--- src/rtl/three_class_queue_arbiter_macros.svh ---
// assertion macros for the three-class queue arbiter
// used by rtl/three_class_queue_arbiter.sv, no other dependencies
`ifndef THREE_CLASS_QUEUE_ARBITER_MACROS_SVH
`define THREE_CLASS_QUEUE_ARBITER_MACROS_SVH

// same-cycle implication, disabled during reset
`define TCQA_ASSERT_NOW(label, clk, rst, cond, expr) \
  label: assert property (@(posedge clk) disable iff (rst) (cond) |-> (expr)) \
    else $error("tcqa assertion failed");

// next-cycle implication, disabled during reset
`define TCQA_ASSERT_NEXT(label, clk, rst, cond, expr) \
  label: assert property (@(posedge clk) disable iff (rst) (cond) |=> (expr)) \
    else $error("tcqa assertion failed");

`endif

--- src/rtl/tcqa_pkg.sv ---
// shared types and constants for the three-class queue arbiter
// no dependencies
`timescale 1ns / 1ps

package tcqa_pkg;

  localparam int ID_W = 16;
  localparam int CLS_W = 2;
  localparam int CMD_W = 2;
  localparam int SRV_W = 3;
  localparam int STREAK_W = 4;
  localparam int THR_W = 5;
  localparam int CFG_IDX_W = 1;
  localparam int CFG_DATA_W = 5;

  localparam int DEF_QUEUE_DEPTH = 16;
  localparam int DEF_SERVERS = 5;
  localparam int DEF_SENIOR_SERVERS = 2;

  localparam logic [CMD_W-1:0] CMD_ARRIVE  = 2'd0;
  localparam logic [CMD_W-1:0] CMD_SERVE   = 2'd1;
  localparam logic [CMD_W-1:0] CMD_PROMOTE = 2'd2;

  localparam logic [CLS_W-1:0] CLS_CRIT = 2'd0;
  localparam logic [CLS_W-1:0] CLS_SER  = 2'd1;
  localparam logic [CLS_W-1:0] CLS_NORM = 2'd2;
  localparam logic [CLS_W-1:0] CLS_NONE = 2'd3;

  localparam logic [CFG_IDX_W-1:0] REG_PROMOTE_THRESHOLD   = 1'd0;
  localparam logic [CFG_IDX_W-1:0] REG_NORMAL_STREAK_LIMIT = 1'd1;

  localparam logic [THR_W-1:0]    THRESHOLD_RESET = 5'd5;
  localparam logic [STREAK_W-1:0] LIMIT_RESET     = 4'd3;
  localparam logic [STREAK_W-1:0] STREAK_MAX      = 4'd15;
  localparam logic [ID_W-1:0]     ID_RESET        = 16'd1;

  typedef struct packed {
    logic [CMD_W-1:0] command;
    logic [CLS_W-1:0] request_class;
    logic [SRV_W-1:0] server_index;
  } in_item_t;

  typedef struct packed {
    logic             done_res;
    logic [ID_W-1:0]  item_id;
    logic [CLS_W-1:0] item_class;
    logic             queue_full;
  } out_item_t;

endpackage

--- src/rtl/three_class_queue_arbiter.sv ---
// three-class queue arbiter: critical, serious and normal id queues with
// per-server grant priority, streak limits and serious-to-critical promotion
// depends on tcqa_pkg and three_class_queue_arbiter_macros.svh
// an accepted beat is held in the input register, and its result in the result register
// throughput: one beat per cycle unless the output stalls; all queue work sits between them
// reset: queue heads, counts and server streaks clear, id counter goes to 1,
// threshold to 5 and streak limit to 3; queue storage is not cleared
`timescale 1ns / 1ps
`include "three_class_queue_arbiter_macros.svh"

module three_class_queue_arbiter #(
  parameter int QUEUE_DEPTH    = tcqa_pkg::DEF_QUEUE_DEPTH,
  parameter int SERVERS        = tcqa_pkg::DEF_SERVERS,
  parameter int SENIOR_SERVERS = tcqa_pkg::DEF_SENIOR_SERVERS
) (
  input  logic                           clk,
  input  logic                           rst,
  input  logic                           in_valid,
  output logic                           in_ready,
  input  tcqa_pkg::in_item_t             in_item,
  output logic                           out_valid,
  input  logic                           out_ready,
  output tcqa_pkg::out_item_t            out_item,
  input  logic                           cfg_valid,
  output logic                           cfg_ready,
  input  logic [tcqa_pkg::CFG_IDX_W-1:0] cfg_index,
  input  logic [tcqa_pkg::CFG_DATA_W-1:0] cfg_data
);

  localparam int AW = (QUEUE_DEPTH > 1) ? $clog2(QUEUE_DEPTH) : 1;
  localparam int CW = $clog2(QUEUE_DEPTH + 1);
  localparam int CMPW = (CW > tcqa_pkg::THR_W) ? CW : tcqa_pkg::THR_W;
  localparam int NQ = 3;

  logic [tcqa_pkg::ID_W-1:0]     fifo_mem [NQ][QUEUE_DEPTH];
  logic [AW-1:0]                 head [NQ];
  logic [AW-1:0]                 head_next [NQ];
  logic [CW-1:0]                 count [NQ];
  logic [CW-1:0]                 count_next [NQ];
  logic [tcqa_pkg::STREAK_W-1:0] streak [SERVERS];
  logic [tcqa_pkg::STREAK_W-1:0] streak_next [SERVERS];
  logic [tcqa_pkg::ID_W-1:0]     next_id;
  logic [tcqa_pkg::ID_W-1:0]     next_id_next;
  logic [tcqa_pkg::THR_W-1:0]    promote_threshold;
  logic [tcqa_pkg::STREAK_W-1:0] normal_streak_limit;

  logic                          s1_valid;
  tcqa_pkg::in_item_t            s1_item;
  logic                          stall;
  logic                          fire;
  tcqa_pkg::out_item_t           result;

  logic [AW-1:0]                 tail [NQ];
  logic [tcqa_pkg::ID_W-1:0]     head_data [NQ];
  logic                          wr_en [NQ];
  logic [tcqa_pkg::ID_W-1:0]     wr_data [NQ];

  // handshake and pipeline control
  assign stall     = out_valid && !out_ready;
  assign in_ready  = !s1_valid || !stall;
  assign fire      = s1_valid && !stall;
  assign cfg_ready = 1'b1;

  always_ff @(posedge clk) begin
    if (rst) begin
      s1_valid <= 1'b0;
      out_valid <= 1'b0;
    end else begin
      if (in_valid && in_ready) begin
        s1_valid <= 1'b1;
      end else if (!stall) begin
        s1_valid <= 1'b0;
      end
      if (!stall) begin
        out_valid <= s1_valid;
      end
    end
  end

  always_ff @(posedge clk) begin
    if (in_valid && in_ready) begin
      s1_item <= in_item;
    end
    if (fire) begin
      out_item <= result;
    end
  end

  // configuration registers
  always_ff @(posedge clk) begin
    if (rst) begin
      promote_threshold <= tcqa_pkg::THRESHOLD_RESET;
      normal_streak_limit <= tcqa_pkg::LIMIT_RESET;
    end else if (cfg_valid && cfg_ready) begin
      unique case (cfg_index)
        tcqa_pkg::REG_PROMOTE_THRESHOLD: begin
          promote_threshold <= cfg_data;
        end
        tcqa_pkg::REG_NORMAL_STREAK_LIMIT: begin
          normal_streak_limit <= cfg_data[tcqa_pkg::STREAK_W-1:0];
        end
        default: begin
        end
      endcase
    end
  end

  // per-queue tail and head word
  always_comb begin
    logic [CW:0] sum;
    for (int k = 0; k < NQ; k++) begin
      sum = (CW+1)'(head[k]) + (CW+1)'(count[k]);
      if (sum >= (CW+1)'(QUEUE_DEPTH)) begin
        sum = sum - (CW+1)'(QUEUE_DEPTH);
      end
      tail[k] = AW'(sum);
      head_data[k] = fifo_mem[k][head[k]];
    end
  end

  // one item's work
  always_comb begin
    logic [tcqa_pkg::STREAK_W-1:0] cur_streak;
    logic                          srv_ok;
    logic                          senior;
    logic                          pick_ok;
    logic [tcqa_pkg::CLS_W-1:0]    pick;
    int unsigned                   cls;

    cur_streak = '0;
    pick_ok = 1'b0;
    pick = tcqa_pkg::CLS_CRIT;
    cls = 32'(s1_item.request_class);
    srv_ok = 32'(s1_item.server_index) < SERVERS;
    senior = 32'(s1_item.server_index) < SENIOR_SERVERS;

    result = '0;
    next_id_next = next_id;
    for (int k = 0; k < NQ; k++) begin
      head_next[k] = head[k];
      count_next[k] = count[k];
      wr_en[k] = 1'b0;
      wr_data[k] = next_id;
    end
    for (int i = 0; i < SERVERS; i++) begin
      streak_next[i] = streak[i];
      if (32'(s1_item.server_index) == i) begin
        cur_streak = streak[i];
      end
    end

    unique case (s1_item.command)
      tcqa_pkg::CMD_ARRIVE: begin
        if (s1_item.request_class != tcqa_pkg::CLS_NONE) begin
          next_id_next = next_id + 1'b1;
          result.item_id = next_id;
          result.item_class = s1_item.request_class;
          if (count[cls] == CW'(QUEUE_DEPTH)) begin
            result.queue_full = 1'b1;
          end else begin
            result.done_res = 1'b1;
            wr_en[cls] = 1'b1;
            count_next[cls] = count[cls] + 1'b1;
          end
        end
      end
      tcqa_pkg::CMD_SERVE: begin
        if (srv_ok) begin
          priority if (cur_streak >= normal_streak_limit && count[1] != '0) begin
            pick_ok = 1'b1;
            pick = tcqa_pkg::CLS_SER;
          end else if (senior && count[0] != '0) begin
            pick_ok = 1'b1;
            pick = tcqa_pkg::CLS_CRIT;
          end else if (count[1] != '0) begin
            pick_ok = 1'b1;
            pick = tcqa_pkg::CLS_SER;
          end else if (count[2] != '0) begin
            pick_ok = 1'b1;
            pick = tcqa_pkg::CLS_NORM;
          end else begin
            pick_ok = 1'b0;
          end
          if (pick_ok) begin
            result.done_res = 1'b1;
            result.item_class = pick;
            result.item_id = head_data[32'(pick)];
            head_next[32'(pick)] = (head[32'(pick)] == AW'(QUEUE_DEPTH - 1)) ? '0
                                 : head[32'(pick)] + 1'b1;
            count_next[32'(pick)] = count[32'(pick)] - 1'b1;
            for (int i = 0; i < SERVERS; i++) begin
              if (32'(s1_item.server_index) == i) begin
                if (pick != tcqa_pkg::CLS_NORM) begin
                  streak_next[i] = '0;
                end else if (streak[i] != tcqa_pkg::STREAK_MAX) begin
                  streak_next[i] = streak[i] + 1'b1;
                end
              end
            end
          end
        end
      end
      tcqa_pkg::CMD_PROMOTE: begin
        if (count[1] != '0 && CMPW'(count[1]) >= CMPW'(promote_threshold)
            && count[0] != CW'(QUEUE_DEPTH)) begin
          result.done_res = 1'b1;
          result.item_class = tcqa_pkg::CLS_CRIT;
          result.item_id = head_data[1];
          head_next[1] = (head[1] == AW'(QUEUE_DEPTH - 1)) ? '0 : head[1] + 1'b1;
          count_next[1] = count[1] - 1'b1;
          wr_en[0] = 1'b1;
          wr_data[0] = head_data[1];
          count_next[0] = count[0] + 1'b1;
        end
      end
      default: begin
      end
    endcase
  end

  // queue state and storage
  always_ff @(posedge clk) begin
    if (rst) begin
      next_id <= tcqa_pkg::ID_RESET;
      for (int k = 0; k < NQ; k++) begin
        head[k] <= '0;
        count[k] <= '0;
      end
      for (int i = 0; i < SERVERS; i++) begin
        streak[i] <= '0;
      end
    end else if (fire) begin
      next_id <= next_id_next;
      for (int k = 0; k < NQ; k++) begin
        head[k] <= head_next[k];
        count[k] <= count_next[k];
      end
      for (int i = 0; i < SERVERS; i++) begin
        streak[i] <= streak_next[i];
      end
    end
  end

  always_ff @(posedge clk) begin
    for (int k = 0; k < NQ; k++) begin
      if (fire && wr_en[k]) begin
        fifo_mem[k][tail[k]] <= wr_data[k];
      end
    end
  end

  `TCQA_ASSERT_NOW(a_idle_result_zero, clk, rst,
    out_valid && !out_item.done_res && !out_item.queue_full,
    out_item.item_id == '0 && out_item.item_class == tcqa_pkg::CLS_CRIT)
  `TCQA_ASSERT_NOW(a_full_not_done, clk, rst,
    out_valid && out_item.queue_full, !out_item.done_res)
  `TCQA_ASSERT_NOW(a_counts_bounded, clk, rst, 1'b1,
    count[0] <= CW'(QUEUE_DEPTH) && count[1] <= CW'(QUEUE_DEPTH)
    && count[2] <= CW'(QUEUE_DEPTH))
  `TCQA_ASSERT_NEXT(a_stage_held_on_stall, clk, rst,
    s1_valid && stall, s1_valid && $stable(s1_item))

endmodule

--- config.mk ---
export PLATFORM = sky130hd
export DESIGN_NAME = three_class_queue_arbiter
export DESIGN_NICKNAME = d
export VERILOG_FILES = /design/src/rtl/tcqa_pkg.sv /design/src/rtl/three_class_queue_arbiter.sv
export VERILOG_INCLUDE_DIRS = /design/src /design/src/rtl
export SDC_FILE = /design/constraint.sdc
export NUM_CORES = 1
export LEC_CHECK = 0
export ABC_AREA = 1
export BUFFER_PORTS_ARGS = -buffer_cell sky130_fd_sc_hd__buf_2
export CAP_MARGIN = 20
export CORE_UTILIZATION = 35
export CTS_CLUSTER_SIZE = 30
export DETAILED_ROUTE_END_ITERATION = 10
export SLEW_MARGIN = 25
export SYNTH_ARGS = -nofsm -noshare
export SYNTH_HDL_FRONTEND = slang
export SYNTH_SLANG_ARGS = --single-unit
--- constraint.sdc ---
create_clock -name clk -period 3.55 [get_ports clk]
set_input_delay 0.355 -clock clk [delete_from_list [all_inputs] [get_ports clk]]
set_output_delay 0.355 -clock clk [all_outputs]
set_load 0.02 [all_outputs]
==> load_flow_metrics.sql <==
INSERT INTO impl_metrics (metric_group, metric, value, unit) VALUES
('layout', 'finish.utilization', '0.4125', ''),
('global_routing', 'grt.total_usage', '0.1964', ''),
('global_routing', 'global_route_wire_length_before_repair', '159700', 'µm'),
('route', 'detail_route.wl_per_cell', '22.06', 'µm'),
('yosys', 'synth-adder-area-share', '0.01334', ''),
('run_status', 'failed_checks', 'design-rule violations', ''),
('placement', 'portBuffers', '39', ''),
('sta', 'setup_total_negative_slack', '0', 'ps'),
('clock_network', 'clk_pin_slew', '60', 'ps'),
('floorplan', 'rows', '119', ''),
('clock_network', 'clock-root-buffer', 'sky130_fd_sc_hd__clkbuf_16', ''),
('yosys', 'mapped_nets', '3292', ''),
('layout', 'finish.net_count', '3428', ''),
('floorplan', 'floorplan.die.width', '328.5', 'µm'),
('sta', 'report.final.setup_viol', '0', ''),
('power_and_ir_drop', 'leakagePower', '15.24', 'nW'),
('clock_network', 'clkLatencyLatePin', '690', 'ps'),
('yosys', 'synth_simple_gate_area_share', '0.1519', ''),
('setup_path', 'reg2reg_path_depth', '8', ''),
('floorplan', 'floorplan.initialDensity', '0.3535', ''),
('run_status', 'run_status', 'finished, violations left', ''),
('global_routing', 'antenna_found_initial', '2', ''),
('clock_network', 'clkSinkCount', '871', ''),
('floorplan', 'die_area', '107900', 'µm²'),
('setup_path', 'timing.critical_path.from_type', 'register', ''),
('yosys', 'synth_warnings', '0', ''),
('yosys', 'postSynthCellCount', '3236', ''),
('route', 'detailroute.via_count', '25810', ''),
('yosys', 'post_synth_num_cell_types', '54', ''),
('layout', 'postLayoutCellArea', '43540', 'µm²'),
('layout', 'area_delta_synth_final', '16.68', '%'),
('sta', 'timing.max_slew.rel_slack', '0.2867', ''),
('yosys', 'syn-mean-instance-area', '11.53', 'µm²'),
('layout', 'antenna_cells_inserted', '0', ''),
('route', 'route.antenna.remaining_nets', '0', ''),
('sta', 'min_period_over_period', '0.9548', ''),
('route', 'detail_route.drc_violations', '6', ''),
('yosys', 'synth-seq-area-share', '0.6931', ''),
('sta', 'hold_ws', '61.87', 'ps'),
('placement', 'globalplace.congestion', '0.9581', ''),
('setup_path', 'worst-endpoint-required', '3840', 'ps'),
('clock_network', 'cts_tree', 'done', ''),
('layout', 'most-common-layout-cells', 'sky130_fd_sc_hd__edfxtp_1 (842), sky130_fd_sc_hd__nand2_1 (528), sky130_fd_sc_hd__nor2_1 (353)', ''),
('sta', 'worstMarginPinSlew', '1069', 'ps'),
('sta', 'fmax', '295.0', 'MHz'),
('power_and_ir_drop', 'power-per-cell-area', '538.3', 'nW/µm²'),
('placement', 'place_hpwl', '66860', 'µm'),
('worst_hold_path', 'hold-path-cell-count', '3', ''),
('route', 'routed_via_density', '5.338', ''),
('setup_path', 'cp_max_fo', '16', ''),
('yosys', 'synth_compound_area_frac', '0.1013', ''),
('route', 'drt-initial-drc-count', '2604', ''),
('worst_hold_path', 'holdCritPathClass', 'in2reg', ''),
('sta', 'rsz0062_at_grt', 'true', ''),
('sta', 'finalClockSkew', '32.82', 'ps'),
('layout', 'drive_gt1_frac', '0.1286', ''),
('floorplan', 'core-area', '105600', 'µm²'),
('global_routing', 'grt_pass1_vias', '25050', ''),
('power_and_ir_drop', 'p_total', '23.44', 'mW'),
('layout', 'layout_commonest_cell', 'sky130_fd_sc_hd__edfxtp_1', ''),
('floorplan', 'die_h', '328.5', 'µm'),
('placement', 'dpl-instance-area', '40260', 'µm²'),
('clock_network', 'h-tree-depth', '3', ''),
('floorplan', 'ios', '41', ''),
('yosys', 'ys_ff_latch', '871', ''),
('setup_path', 'endpoint_kind', 'register', ''),
('global_routing', 'largest_net_degree_at_the_start_of_global_routing', '132', ''),
('yosys', 'parity_gate_share_of_the_synthesized_area_counting_xor_and_xnor_cells', '0.004225', ''),
('sta', 'post-route-min-period', '3390', 'ps'),
('power_and_ir_drop', 'ir_drop', '388.8', 'µV'),
('yosys', 'yosys-mux-area-fraction', '0', ''),
('route', 'routed_wl', '106700', 'µm'),
('route', 'drt_pre_antenna_iters', '9', ''),
('global_routing', 'grt_overflow_total', '0', ''),
('flow_run', 'max_capacitance_violation_total', '0', ''),
('clock_network', 'cts_buffers', '94', ''),
('sta', 'slew_violations', '0', ''),
('yosys', 'netlist_area', '37320', 'µm²'),
('sta', 'final-hold-violation-count', '0', ''),
('setup_path', 'criticalPathCategory', 'reg2reg', ''),
('yosys', 'synth_top_family_by_area', 'simple AND/OR/NAND/NOR gates', ''),
('setup_path', 'critPathArrivalTime', '3680', 'ps'),
('clock_network', 'clk_path_buf_depth', '3', '');
-- sequential cells by signal, summed over array words and instances (netlist names), named ones only --
signal               flops
streak                  20
next_id                 16
fifo_mem               768
s1_item                  7
head                    12
out_valid                1
promote_threshold        5
out_item                20
s1_valid                 1
count                   15
normal_streak_limit      4
-- worst paths after layout --
check / from / to / slack (ps)
hold reg to reg: promote_threshold[1] / promote_threshold[1] / 460
hold / removal: cfg_index / promote_threshold[2] / 60
setup reg to reg: count[0][0] / fifo_mem[0][123] / 160
setup / recovery: count[0][0] / fifo_mem[0][123] / 160
-- worst max-delay path, cell delays in order (launching register included) --
cell and delay, ps:
sky130_fd_sc_hd__edfxtp_1 390, sky130_fd_sc_hd__buf_4 170, sky130_fd_sc_hd__ha_1 220, sky130_fd_sc_hd__fa_1 380, sky130_fd_sc_hd__xnor2_1 490, sky130_fd_sc_hd__inv_1 120, sky130_fd_sc_hd__nor2_1 120, sky130_fd_sc_hd__nand3_1 300
sky130_fd_sc_hd__nor2_2 820
-- cell type report --
| type | instances | area [µm²] |
|---|---|---|
| multi-input cells | 2028 | 10280 |
| clock inverters | 57 | 606.8 |
| repair buffers | 225 | 2054 |
| clock buffers | 111 | 2416 |
| flip-flops and latches | 871 | 25860 |
| well taps | 1391 | 1740 |
| fillers | 9877 | 62020 |
| inverters | 152 | 579.3 |
-- synthesized netlist by cell type (all sizes together) --
library cell    n  area, µm²
o22ai          25      156.4
a211oi          5      37.54
clkbuf        129      484.2
nor3b           5      37.54
a221oi          3      26.28
and3            1      6.260
buf            56      287.8
o31ai           9      67.56
o32ai           1      8.760
nand4          17      106.4
or2             3      18.77
a22o            2      17.52
o221ai         71      621.9
a31o            1      8.760
edfxtp        842      25280
o211ai         33      252.7
clkinv          4      15.01
a32o            4      40.04
a22oi           4      30.03
ha             35      437.9
nand3         320       1669
o21a            2      15.01
nor3           34      180.2
dfxtp          29      580.6
fa              3      60.06
o21bai          4      30.03
o21ai         346       1735
inv           148      558.0
a31oi          14      87.58
nand2         543       2088
a21oi         128      644.4
nand3b          1      7.510
xnor2           7      61.31
nor2          394       1549
and2            1      6.260
conb            1      3.750
xor2           11      96.34
-- through the flow --
step	cells	setup WS, ps
after floorplan	3236	322.5
after global placement	4647	118.7
after detailed placement	4647	137.4
after CTS	4830	65.18
after global routing	4835	-19.57
final	4835	160.4
-- power breakdown --
| part | internal (mW) | switching (mW) | total [mW] |
|---|---|---|---|
| combinational | 0.698 | 1.69 | 2.39 |
| sequential | 11.3 | 0.0796 | 11.4 |
| clock | 5.66 | 4.03 | 9.70 |
| total | 17.6 | 5.80 | 23.4 |
-- what timing repair did --
action / 4_1_cts / 5_1_grt
hold buffers: 15 / 0
buffers inserted: 0 / 5
endpoints found under the setup margin: 0 / 51
gates resized for setup: 0 / 20
hold endpoints to repair: 18 / 0
-- routing by layer --
metal / track usage / up-vias / wire length, µm
li1: - / 11965 / -
met1: 0.2629 / 12659 / 45110
met2: 0.3126 / 986 / 49370
met3: 0.03859 / 200 / 8192
met4: 0.07907 / 0 / 3992
met5: 0 / - / 0
-- cell families (layout without fill, tap and decap cells) --
logic type | after synthesis | count (layout)
AOI/OAI and AO/OA | 652 | 652
xor gates and xnor gates | 18 | 18
adders and majority gates | 38 | 38
buffers and inverters | 337 | 545
DFF | 871 | 871
other | 1 | 1
and+or+nand+nor | 1319 | 1319
(Power assumes the default switching activity.)
